===== src/design/lirc_pkg.sv =====
// lirc_pkg: shared constants, types and register codes of the linear
// interpolation rate converter
// no dependencies
package lirc_pkg;

	localparam int CHANNELS        = 2;
	localparam int PHASE_FRAC_BITS = 16;

	localparam int SMP_W   = 16;
	localparam int STEP_W  = 20;
	localparam int STEP_FB = 16;
	localparam int PHASE_W = PHASE_FRAC_BITS + 4;
	localparam int MAX_RUN = 16;
	localparam int RUN_W   = $clog2(MAX_RUN);
	localparam int CNT_W   = $clog2(PHASE_FRAC_BITS);
	localparam int DIFF_W  = SMP_W + 1;
	localparam int ACC_W   = SMP_W + 2;
	localparam int SUM_W   = SMP_W + 3;

	localparam int CFG_ADDR_W = 8;
	localparam int CFG_DATA_W = STEP_W;

	localparam logic [CFG_ADDR_W-1:0] REG_STEP_RATIO   = CFG_ADDR_W'(0);
	localparam logic [CFG_ADDR_W-1:0] REG_PASS_THROUGH = CFG_ADDR_W'(1);

	localparam logic [STEP_W-1:0] STEP_RESET = STEP_W'(65536);

	// control from the sequencer to each multiply lane
	typedef struct packed {
		logic load;
		logic shift;
	} lane_ctl_t;

endpackage


===== src/design/lirc_lane.sv =====
// lirc_lane: one channel of the interpolator, a bit-serial shift-add multiply
// of (cur - prev) by the phase fraction, then rounding and clamping
// depends on lirc_pkg
module lirc_lane (
	input  logic                                    clk,
	input  logic                                    arst_n,
	input  lirc_pkg::lane_ctl_t                     ctl,
	input  logic signed [lirc_pkg::SMP_W-1:0]       prev_smp,
	input  logic signed [lirc_pkg::SMP_W-1:0]       cur_smp,
	input  logic [lirc_pkg::PHASE_FRAC_BITS-1:0]    frac,
	output logic signed [lirc_pkg::SMP_W-1:0]       result
);

	logic signed [lirc_pkg::SMP_W-1:0]        base_q;
	logic signed [lirc_pkg::DIFF_W-1:0]       diff_q;
	logic signed [lirc_pkg::ACC_W-1:0]        acc_q;
	logic                                     rnd_q;
	logic [lirc_pkg::PHASE_FRAC_BITS-1:0]     frac_q;
	logic                                     busy_q;

	logic signed [lirc_pkg::ACC_W-1:0] addend;
	logic signed [lirc_pkg::ACC_W-1:0] sum;
	logic signed [lirc_pkg::SUM_W-1:0] total;

	localparam logic signed [lirc_pkg::SUM_W-1:0] SMP_MAX =
		lirc_pkg::SUM_W'((1 << (lirc_pkg::SMP_W - 1)) - 1);
	localparam logic signed [lirc_pkg::SUM_W-1:0] SMP_MIN = -SMP_MAX - 1;

	assign addend = frac_q[0] ? lirc_pkg::ACC_W'(diff_q) : '0;
	assign sum    = acc_q + addend;

	always_ff @(posedge clk or negedge arst_n) begin
		if (!arst_n) begin
			busy_q <= 1'b0;
		end else if (ctl.load) begin
			busy_q <= 1'b1;
		end
	end

	// lsb-first multiply: the bit shifted out last is the rounding bit
	always_ff @(posedge clk) begin
		if (ctl.load) begin
			base_q <= prev_smp;
			diff_q <= lirc_pkg::DIFF_W'(cur_smp) - lirc_pkg::DIFF_W'(prev_smp);
			acc_q  <= '0;
			rnd_q  <= 1'b0;
			frac_q <= frac;
		end else if (ctl.shift && busy_q) begin
			acc_q  <= sum >>> 1;
			rnd_q  <= sum[0];
			frac_q <= frac_q >> 1;
		end
	end

	always_comb begin
		total = lirc_pkg::SUM_W'(base_q) + lirc_pkg::SUM_W'(acc_q)
			+ lirc_pkg::SUM_W'({1'b0, rnd_q});
		if (total > SMP_MAX) begin
			result = lirc_pkg::SMP_W'(SMP_MAX);
		end else if (total < SMP_MIN) begin
			result = lirc_pkg::SMP_W'(SMP_MIN);
		end else begin
			result = total[lirc_pkg::SMP_W-1:0];
		end
	end

endmodule


===== src/design/linear_interp_rate_converter.sv =====
// linear_interp_rate_converter: top level, phase sequencer, config registers,
// output register and the per-channel bit-serial lanes
// depends on lirc_pkg and lirc_lane
//
// channel  | direction | handshake           | contents
// s_axis   | in        | s_tvalid/s_tready   | tdata: left_in, right_in; tlast: frame_last
// m_axis   | out       | m_tvalid/m_tready   | tdata: left_out, right_out; tlast: last_of_run
// cfg      | in        | cfg_valid/cfg_ready | cfg_addr register index, cfg_data value
//
// each interpolated result takes 16 multiply steps of the serial lanes
// (ST_MUL) followed by an output step (ST_OUT); a frame gives up to 16
// results; pass-through frames and frames that give no result skip the
// multiply and leave the sequencer in ST_IDLE
// reset clears phase and previous frame and sets the config registers to defaults; no clearing pass
// a stalled output holds the lanes in their output cycle until the register frees
module linear_interp_rate_converter (
	input  logic                                 clk,
	input  logic                                 arst_n,
	input  logic                                 s_tvalid,
	output logic                                 s_tready,
	input  logic [2*lirc_pkg::SMP_W-1:0]         s_tdata,   // left_in, right_in
	input  logic                                 s_tlast,   // frame_last
	output logic                                 m_tvalid,
	input  logic                                 m_tready,
	output logic [2*lirc_pkg::SMP_W-1:0]         m_tdata,   // left_out, right_out
	output logic                                 m_tlast,   // last_of_run
	input  logic                                 cfg_valid,
	output logic                                 cfg_ready,
	input  logic [lirc_pkg::CFG_ADDR_W-1:0]      cfg_addr,
	input  logic [lirc_pkg::CFG_DATA_W-1:0]      cfg_data
);

	localparam int PFB = lirc_pkg::PHASE_FRAC_BITS;
	localparam int PW  = lirc_pkg::PHASE_W;
	localparam int SW  = lirc_pkg::SMP_W;

	typedef enum logic [2:0] {
		ST_IDLE = 3'b001,
		ST_MUL  = 3'b010,
		ST_OUT  = 3'b100
	} state_t;

	state_t state_q;

	logic [lirc_pkg::STEP_W-1:0]        step_q;
	logic                               pass_q;
	logic [PW-1:0]                      phase_q;
	logic signed [SW-1:0]               prev_q [lirc_pkg::CHANNELS];
	logic signed [SW-1:0]               cur_q  [lirc_pkg::CHANNELS];
	logic [lirc_pkg::CNT_W-1:0]         cnt_q;
	logic [lirc_pkg::RUN_W-1:0]         run_q;

	logic                               m_tvalid_q;
	logic [2*SW-1:0]                    m_tdata_q;
	logic                               m_tlast_q;

	logic [PW-1:0]                      step_scaled;
	logic [PW:0]                        phase_sum;
	logic [PW-1:0]                      phase_next;
	logic                               out_free;
	logic                               in_xact;
	logic                               phase_low;
	logic                               run_end;
	logic                               out_fire;
	logic signed [SW-1:0]               in_smp   [lirc_pkg::CHANNELS];
	logic signed [SW-1:0]               lane_cur [lirc_pkg::CHANNELS];
	logic signed [SW-1:0]               lane_res [lirc_pkg::CHANNELS];
	logic [PFB-1:0]                     lane_frac;
	lirc_pkg::lane_ctl_t                lane_ctl;
	logic [2*SW-1:0]                    res_data;

	// step from 16 fraction bits to the phase format
	generate
		if (PFB > lirc_pkg::STEP_FB) begin : g_step_up
			assign step_scaled = {step_q, (PFB - lirc_pkg::STEP_FB)'(0)};
		end else if (PFB == lirc_pkg::STEP_FB) begin : g_step_eq
			assign step_scaled = step_q;
		end else begin : g_step_dn
			assign step_scaled = step_q[lirc_pkg::STEP_W-1 -: PW];
		end
	endgenerate

	assign cfg_ready = 1'b1;

	always_ff @(posedge clk or negedge arst_n) begin
		if (!arst_n) begin
			step_q <= lirc_pkg::STEP_RESET;
			pass_q <= 1'b1;
		end else if (cfg_valid) begin
			case (cfg_addr)
				lirc_pkg::REG_STEP_RATIO:   step_q <= cfg_data;
				lirc_pkg::REG_PASS_THROUGH: pass_q <= cfg_data[0];
				default: ;
			endcase
		end
	end

	assign out_free  = !m_tvalid_q || m_tready;
	assign s_tready  = (state_q == ST_IDLE) && (!pass_q || out_free);
	assign in_xact   = s_tvalid && s_tready;
	assign phase_low = (phase_q[PW-1:PFB] == '0);

	// saturating phase advance
	assign phase_sum  = {1'b0, phase_q} + {1'b0, step_scaled};
	assign phase_next = phase_sum[PW] ? {PW{1'b1}} : phase_sum[PW-1:0];
	assign run_end    = (phase_next[PW-1:PFB] != '0)
		|| (run_q == lirc_pkg::RUN_W'(lirc_pkg::MAX_RUN - 1));
	assign out_fire   = (state_q == ST_OUT) && out_free;

	genvar ch;
	generate
		for (ch = 0; ch < lirc_pkg::CHANNELS; ch++) begin : g_lane
			assign in_smp[ch]   = s_tdata[ch*SW +: SW];
			assign lane_cur[ch] = (state_q == ST_IDLE) ? in_smp[ch] : cur_q[ch];

			lirc_lane u_lane (
				.clk      (clk),
				.arst_n   (arst_n),
				.ctl      (lane_ctl),
				.prev_smp (prev_q[ch]),
				.cur_smp  (lane_cur[ch]),
				.frac     (lane_frac),
				.result   (lane_res[ch])
			);

			always_ff @(posedge clk or negedge arst_n) begin
				if (!arst_n) begin
					prev_q[ch] <= '0;
				end else if ((state_q == ST_IDLE && in_xact && !pass_q && !phase_low)
					|| (out_fire && run_end)) begin
					prev_q[ch] <= lane_cur[ch];
				end
			end

			always_ff @(posedge clk) begin
				if (in_xact) begin
					cur_q[ch] <= in_smp[ch];
				end
			end
		end
		if (lirc_pkg::CHANNELS >= 2) begin : g_stereo
			assign res_data = {lane_res[1], lane_res[0]};
		end else begin : g_mono
			assign res_data = {SW'(0), lane_res[0]};
		end
	endgenerate

	assign lane_frac      = (state_q == ST_IDLE) ? phase_q[PFB-1:0] : phase_next[PFB-1:0];
	assign lane_ctl.load  = (in_xact && !pass_q && phase_low) || (out_fire && !run_end);
	assign lane_ctl.shift = (state_q == ST_MUL);

	always_ff @(posedge clk or negedge arst_n) begin
		if (!arst_n) begin
			state_q <= ST_IDLE;
			phase_q <= '0;
			cnt_q   <= '0;
			run_q   <= '0;
		end else begin
			case (state_q)
				ST_IDLE: begin
					if (in_xact && !pass_q) begin
						if (phase_low) begin
							state_q <= ST_MUL;
							cnt_q   <= '0;
							run_q   <= '0;
						end else begin
							// no result for this frame
							phase_q <= phase_q - PW'(1 << PFB);
						end
					end
				end
				ST_MUL: begin
					cnt_q <= cnt_q + 1'b1;
					if (cnt_q == lirc_pkg::CNT_W'(PFB - 1)) begin
						state_q <= ST_OUT;
					end
				end
				ST_OUT: begin
					if (out_free) begin
						if (run_end) begin
							state_q <= ST_IDLE;
							// run cut short by the result cap drops the phase to zero
							phase_q <= (phase_next[PW-1:PFB] != '0)
								? phase_next - PW'(1 << PFB) : '0;
						end else begin
							state_q <= ST_MUL;
							phase_q <= phase_next;
							cnt_q   <= '0;
							run_q   <= run_q + 1'b1;
						end
					end
				end
				default: state_q <= ST_IDLE;
			endcase
		end
	end

	// output register
	always_ff @(posedge clk or negedge arst_n) begin
		if (!arst_n) begin
			m_tvalid_q <= 1'b0;
		end else if (out_fire || (in_xact && pass_q)) begin
			m_tvalid_q <= 1'b1;
		end else if (m_tready) begin
			m_tvalid_q <= 1'b0;
		end
	end

	always_ff @(posedge clk) begin
		if (in_xact && pass_q) begin
			m_tdata_q <= (lirc_pkg::CHANNELS >= 2) ? s_tdata : {SW'(0), s_tdata[SW-1:0]};
			m_tlast_q <= 1'b1;
		end else if (out_fire) begin
			m_tdata_q <= res_data;
			m_tlast_q <= run_end;
		end
	end

	assign m_tvalid = m_tvalid_q;
	assign m_tdata  = m_tdata_q;
	assign m_tlast  = m_tlast_q;

endmodule

===== config.mk =====
export PLATFORM = sky130hd
export DESIGN_NAME = linear_interp_rate_converter
export DESIGN_NICKNAME = d
export VERILOG_FILES = /design/src/design/lirc_pkg.sv /design/src/design/lirc_lane.sv /design/src/design/linear_interp_rate_converter.sv
export SDC_FILE = /design/constraint.sdc
export NUM_CORES = 1
export LEC_CHECK = 0
export BUFFER_PORTS_ARGS = -buffer_cell sky130_fd_sc_hd__buf_2
export CAP_MARGIN = 20
export CORE_UTILIZATION = 67
export CTS_CLUSTER_DIAMETER = 150
export DETAILED_ROUTE_END_ITERATION = 8
export GPL_ROUTABILITY_DRIVEN = 1
export PLACE_DENSITY = 0.93
export SYNTH_ARGS = -nofsm -noshare
export SYNTH_HDL_FRONTEND = slang
export SYNTH_SLANG_ARGS = --single-unit

===== constraint.sdc =====
create_clock -name clk -period 9.8 [get_ports clk]
set_input_delay 1.96 -clock clk [delete_from_list [all_inputs] [get_ports clk]]
set_output_delay 1.96 -clock clk [all_outputs]
set_load 0.1 [all_outputs]

; ---- Yosys cells after proc, flatten, opt, wreduce, memory -nomap -nowiden
; Memories as Yosys holds them, arrays and structs flattened.
; Index checks and enable logic that the tools add are counted.
[classes]
n_addsub = 13
order_cmp = 4
eq_ne = 12
n_mux = 40
reduce_logical = 36
[ops]
columns = cell, n
row1 = $mux W16, 11
row2 = $mux W20, 6
row3 = $mux W32, 2
row4 = $pmux W20 S2, 1
row5 = $sub A20 B17 Y20 const B, 2
row6 = $add A19 B1 Y19, 2
row7 = $gt A19 B16 Y1 const B, 2
row8 = $lt A19 B16 Y1 const B, 2
row9 = $add A16 B17 Y18, 2
row10 = $add A17 B18 Y18, 2
row11 = $mux W18, 2
row12 = $sub A16 B16 Y17, 2
row13 = $mux W4, 6
row14 = $add A20 B20 Y21, 1
row15 = $logic_and A1 B1 Y1, 12
row16 = $mux W3, 4
row17 = $pmux W4 S3, 1
row18 = $ne A2 B2 Y1 const B, 5
row19 = $reduce_and A5 Y1, 2
row20 = $pmux W3 S3, 1
row21 = $add A4 B1 Y4 const B, 2
row22 = $eq A4 B4 Y1 const B, 2
row23 = $eq A8 B1 Y1 const B, 1
row24 = $logic_not A8 Y1, 1
row25 = 15 further kinds, 31
[totals]
register_bits = 253
mem_bits_rw = 32
input_bits = 66
out_inout_bits = 36
wordCells = 128
mem_count = 1
[mem_list]
columns = memory, depth, width, read_ports, rd_ports_with_merged_regs, write_ports, line
row1 = cur_q, 2, 16, 2, 0, 2, linear_interp_rate_converter.sv:49  ; logic signed [SW-1:0] cur_q [lirc_pkg::CHANNELS];

; ---- Logic depth before layout (Yosys ltp)
[logic_depth]
depth_word = 9
ltp_mapped = 17
ltp_nobuf = 15

; ---- Cells and area by module
; From an unflattened synthesis, not the netlist that was laid out.
[hier_totals]
hier_cells = 1740
area_unflattened_um2 = 17913.4
[by_module_without_submodules]
columns = mod, instances, cells_per_inst, area_each_um2, seq_area_each_um2
row1 = linear_interp_rate_converter, 1, 700, 7826.3, 4072.7
row2 = lirc_lane (g_lane[1].u_lane), 1, 531, 5063.6, 1856.8
row3 = lirc_lane (g_lane[0].u_lane), 1, 509, 5023.6, 1856.8

; ---- Least setup slack after synthesis
; OpenSTA, ideal clock, no wires.
[synth_timing]
kind = input-to-reg
start = input port m_tready
end = register m_tdata_q[0] (netlist: m_tdata[0]) (enable)
setup_time_ns = 0.389
t_arrival_ns = 5.891
required_ns = 9.411
slack_ns = 3.519
path_stages = 6
path_buffers = 1
cell_sequence = nor2b_1 a21oi_1 and2_1 nand2_1 clkbuf_1 nand2_1
[synth_between]
elab_chain_cells = 6
elab_cells_between_ends = 7
classes_between = reduce/logical: 7
[synth_rtl]
columns = element, line
row1 = "start, declared", linear_interp_rate_converter.sv:24  ; input logic m_tready,
row2 = $logic_or A1 B1 Y1, linear_interp_rate_converter.sv:98  ; assign out_free = !m_tvalid_q || m_tready;
row3 = $logic_or A1 B1 Y1, linear_interp_rate_converter.sv:99  ; assign s_tready = (state_q == ST_IDLE) && (!pass_q || out_free);
row4 = $logic_and A1 B1 Y1, linear_interp_rate_converter.sv:99
row5 = named net s_tready, linear_interp_rate_converter.sv:20  ; output logic s_tready,
row6 = $logic_and A1 B1 Y1, linear_interp_rate_converter.sv:100  ; assign in_xact = s_tvalid && s_tready;
row7 = named net in_xact, linear_interp_rate_converter.sv:61  ; logic in_xact;
row8 = $logic_and A1 B1 Y1, linear_interp_rate_converter.sv:210  ; if (in_xact && pass_q) begin
row9 = $reduce_bool A2 Y1 (no line), --
row10 = "end signal, assigned", linear_interp_rate_converter.sv:211  ; m_tdata_q <= (lirc_pkg::CHANNELS >= 2) ? s_tdata : {SW'(0), s_tdata[SW-1:0]};
row11 = "end signal, assigned", linear_interp_rate_converter.sv:214  ; m_tdata_q <= res_data;
row12 = "end, declared", linear_interp_rate_converter.sv:54  ; logic [2*SW-1:0] m_tdata_q;
; The timed path passes the listed nets, and every way through them passes these cells.
; A chain may end at the register's enable or synchronous reset.

; ---- Final worst setup path
[layout_timing]
start = input port s_tdata[1] in the netlist's numbering
end = register g_lane[0].u_lane.diff_q[15] in the netlist's numbering, data pin
[layout_between]
elab_chain_cells = 2
[layout_rtl]
columns = element, line
row1 = "start, declared", linear_interp_rate_converter.sv:21  ; input logic [2*lirc_pkg::SMP_W-1:0] s_tdata,
row2 = $mux W16, linear_interp_rate_converter.sv:114  ; assign lane_cur[ch] = (state_q == ST_IDLE) ? in_smp[ch] : cur_q[ch];
row3 = "named net g_lane[0].u_lane.cur_smp, one bit", lirc_lane.sv:9  ; input logic signed [lirc_pkg::SMP_W-1:0] cur_smp,
row4 = $sub A16 B16 Y17, lirc_lane.sv:44  ; diff_q <= lirc_pkg::DIFF_W'(cur_smp) - lirc_pkg::DIFF_W'(prev_smp);
row5 = "end signal, assigned", lirc_lane.sv:44
row6 = "end, declared", lirc_lane.sv:15  ; logic signed [lirc_pkg::DIFF_W-1:0] diff_q;
; The timed path passes the listed nets, and every way through them passes these cells.

==> out/metrics.csv <==
metric,value,unit
status,finished clean,
grt_pass1_vias,14723,
rsz0062_at_grt,false,
postRouteWirelength,45.52,mm
numPortBuffers,99,
post-synth-top-area-cell,sky130_fd_sc_hd__edfxtp_1,
clock-sinks,269,
power.leakage,0.008342,uW
grt_antenna_before_repair,1,
boundaryPins,102,
synth.avg_cell_area,9.482,sq um
track_usage,34.10,%
rr_startpoint,g_lane[0].u_lane.acc_q[0]$_SDFFE_PN0P_,
dp_hpwl,31.47,mm
grt_first_pass_wirelength,72.45,mm
hold_depth,2,
post_route_cells_drive_above_1_share,13.79,%
filler_cell_count,1560,
post_cts.resized_instances,0,
clk_path_buf_depth,3,
final-setup-viol-count,0,
cts_tree,built,
netlist_instances,1839,
drt_drc_violations_left,0,
final_cells,2275,
total_number_of_vias,14932,
end_kind,register,
synthMostInstantiatedCell,sky130_fd_sc_hd__nand2_1,
fp.dieH,163.3,microns
setup.worst_path.class,primary input to register,
report.power.total,5819,uW
cts_buffers,29,
fp-row-count,58,
synth-edff-count,146,
largest_net_degree_at_the_start_of_global_routing,70,
setup-tns-final,0,ns
layout.core_utilization,75.87,%
synth_seq_area_share,41.75,%
buffer_type_at_the_clock_tree_root,sky130_fd_sc_hd__clkbuf_16,
cp_data_required_time,10.11,ns
critPathLaunch,s_tdata[1],
start_util,68.85,%
yosys_most_used_dff,sky130_fd_sc_hd__edfxtp_1,
startpoint_type,primary input,
timing.critical_path.arrival,5.12,ns
achievable_frequency,0.2078,GHz
place.detailed.instances,2219,
htreeDepth,1,
crit_fanout,4,
post-cts-setup-buffers,0,
detail_route.first_pass.iterations,5,
detail_route.iter0.violations,1509,
design.core.area,25330,sq um
synth.ff_latch_count,269,
total_of_max_cap_violations,0,
gr-total-overflow,0,
clock_transition_at_the_register_clock_pins_on_the_worst_setup_and_hold_paths_after_cts,0.06,ns
post_drt_wl_per_cell,20.01,microns
tightestPinTransition,1.098,ns
synthesis.area,17440,sq um
fin_worst_skew,0.01184,ns
hp-start,g_lane[1].u_lane.rnd_q$_SDFFE_PN0P_,
yosys.cell_types.count,94,
clk-insertion-delay-late,0.56,ns
largest_cells_by_area_after_synthesis,"sky130_fd_sc_hd__edfxtp_1 (25%), sky130_fd_sc_hd__dfrtp_1 (12%), sky130_fd_sc_hd__ha_1 (9.2%), sky130_fd_sc_hd__nand2_1 (5.0%), sky130_fd_sc_hd__dfxtp_1 (4.2%)",
post_layout_nets,2122,
ff2ff_path_depth,13,
timing.final.hold_violations,0,
fin_crit_sh,49.11,%
net_count_after_synthesis,2040,
synth_top_area_share,25.14,%
drv_slew,0,
asyncSetResetFlopFracSynth,31.97,%
vias_per_cell,6.564,
design.die.area,26680,sq um
die-width,163.3,microns
gp_congestion,0.9515,
power_density,302.8,nW/um^2
worst_slew_margin_rel,26.43,%
ir_worst_vdd,0.0002294,V
ant_nets,0,
synth_commonest_cells,"sky130_fd_sc_hd__nand2_1 (232), sky130_fd_sc_hd__edfxtp_1 (146), sky130_fd_sc_hd__nor2_1 (144)",
synth.yosys.warnings,0,
synthToLayoutAreaGrowth,10.19,%
cts_hold_buf,0,
timing.final.crit_period,4.813,ns
hold_path.class,register to register,
## power by group
part           internal, uW  switching, uW
registers              1590            149
clock network           654            466
logic                  1130           1830
total                  3380           2440
## per-stage QoR
stage               setup WS (ns)  instance area, sq um  hold slack (ns)
floorplan                   3.519                 17440           0.4370
global placement            4.717                 18190           0.4484
detailed placement          4.505                 18220           0.4570
CTS                         5.038                 19180           0.4700
global route                4.802                 19210           0.4813
finish                      4.987                 19210           0.4689
## worst paths after layout
check / end / slack [ns]
setup / recovery: g_lane[0].u_lane.diff_q[15]$_DFFE_PN_ / 4.99
hold / removal: g_lane[1].u_lane.rnd_q$_SDFFE_PN0P_ / 0.47
setup reg to reg: m_tdata[2]$_DFFE_PP_ / 5.17
hold reg to reg: g_lane[1].u_lane.rnd_q$_SDFFE_PN0P_ / 0.47
max in group asynchronous: state_q[0]$_DFFE_PN1P_ / 7.71
min in group asynchronous: step_q[19]$_DFFE_PN0P_ / 1.40
## layout by cell type (no fill, tap or decap), types with 9 or more instances in the layout
master,Yosys,layout
sky130_fd_sc_hd__nand2_1,232,229
sky130_fd_sc_hd__edfxtp_1,146,146
sky130_fd_sc_hd__nor2_1,144,144
sky130_fd_sc_hd__ha_1,128,128
sky130_fd_sc_hd__o21ai_0,123,123
sky130_fd_sc_hd__buf_2,10,98
sky130_fd_sc_hd__inv_1,88,87
sky130_fd_sc_hd__dfrtp_1,83,83
sky130_fd_sc_hd__a21oi_1,83,82
sky130_fd_sc_hd__nand3_1,72,72
sky130_fd_sc_hd__xnor2_1,65,65
sky130_fd_sc_hd__mux2_2,50,50
sky130_fd_sc_hd__and2_1,46,45
sky130_fd_sc_hd__nor3_1,41,41
sky130_fd_sc_hd__xor2_1,39,39
sky130_fd_sc_hd__dfxtp_1,37,37
sky130_fd_sc_hd__a21o_1,36,36
sky130_fd_sc_hd__clkbuf_16,0,31
sky130_fd_sc_hd__a31oi_1,23,23
sky130_fd_sc_hd__o21a_1,22,22
sky130_fd_sc_hd__nand2b_1,22,22
sky130_fd_sc_hd__nor2b_1,19,19
sky130_fd_sc_hd__and3_1,18,18
sky130_fd_sc_hd__a211oi_1,17,17
sky130_fd_sc_hd__or3_1,16,16
sky130_fd_sc_hd__o31ai_1,16,16
sky130_fd_sc_hd__o211ai_1,14,14
sky130_fd_sc_hd__a21oi_2,14,14
sky130_fd_sc_hd__buf_4,1,14
sky130_fd_sc_hd__nand4_1,10,10
sky130_fd_sc_hd__nor3b_1,10,10
sky130_fd_sc_hd__clkbuf_1,40,9
## per-layer routing
metal / vias to the layer above / track usage [%] / routed length, microns
met2: 819 / 58.28 / 22000
met3: 224 / 4.901 / 3796
met1: 7069 / 41.93 / 17360
met4: 2 / 17.46 / 2353
met5: - / 0 / 13
li1: 6818 / - / -
## worst max-delay path, cell delays in order
cell and delay [ns]:
sky130_fd_sc_hd__buf_2 0.12, sky130_fd_sc_hd__mux2i_1 0.35, sky130_fd_sc_hd__inv_1 0.08, sky130_fd_sc_hd__ha_1 0.32, sky130_fd_sc_hd__nor2b_1 0.15, sky130_fd_sc_hd__o21ai_0 0.24
sky130_fd_sc_hd__a21boi_0 0.16, sky130_fd_sc_hd__o21ai_0 0.30, sky130_fd_sc_hd__a21oi_1 0.17, sky130_fd_sc_hd__a41o_1 0.30, sky130_fd_sc_hd__o41a_1 0.41, sky130_fd_sc_hd__a211o_1 0.31
sky130_fd_sc_hd__a21oi_1 0.18, sky130_fd_sc_hd__xnor2_1 0.07
## sequential cells by signal, indices dropped and copies added, names as in the netlist, 2 cells and up
register              cells
g_lane.u_lane.diff_q     34
state_q                   3
cnt_q                     4
step_q                   20
cur_q                    32
g_lane.u_lane.rnd_q       2
phase_q                  20
g_lane.u_lane.frac_q     16
g_lane.u_lane.base_q     32
prev_q                   32
g_lane.u_lane.acc_q      34
m_tdata                  32
run_q                     4
## area by class of cell
cell class | instances | area (sq um) | share of cell area (%)
inverters | 88 | 330.3 | 1.719
clock buffers | 43 | 850.8 | 4.428
repair buffers | 114 | 650.6 | 3.386
clock inverters | 11 | 115.1 | 0.5991
well taps | 330 | 412.9 | 2.149
multi-input cells | 1419 | 9572 | 49.81
diodes | 1 | 2.502 | 0.01302
flip-flops and latches | 269 | 7281 | 37.89
## kinds of logic after synthesis
family                     Yosys count  synth area share, %
and+or+nand+nor                    672                18.59
adders and majority gates          135                9.988
AOI/OAI and AO/OA                  448                17.16
muxes                               59                3.753
buffers and inverters              151                3.516
other                                1              0.02150
xor gates and xnor gates           104                5.224
DFF                                269                41.75
Power figures use the tool's default switching activity.
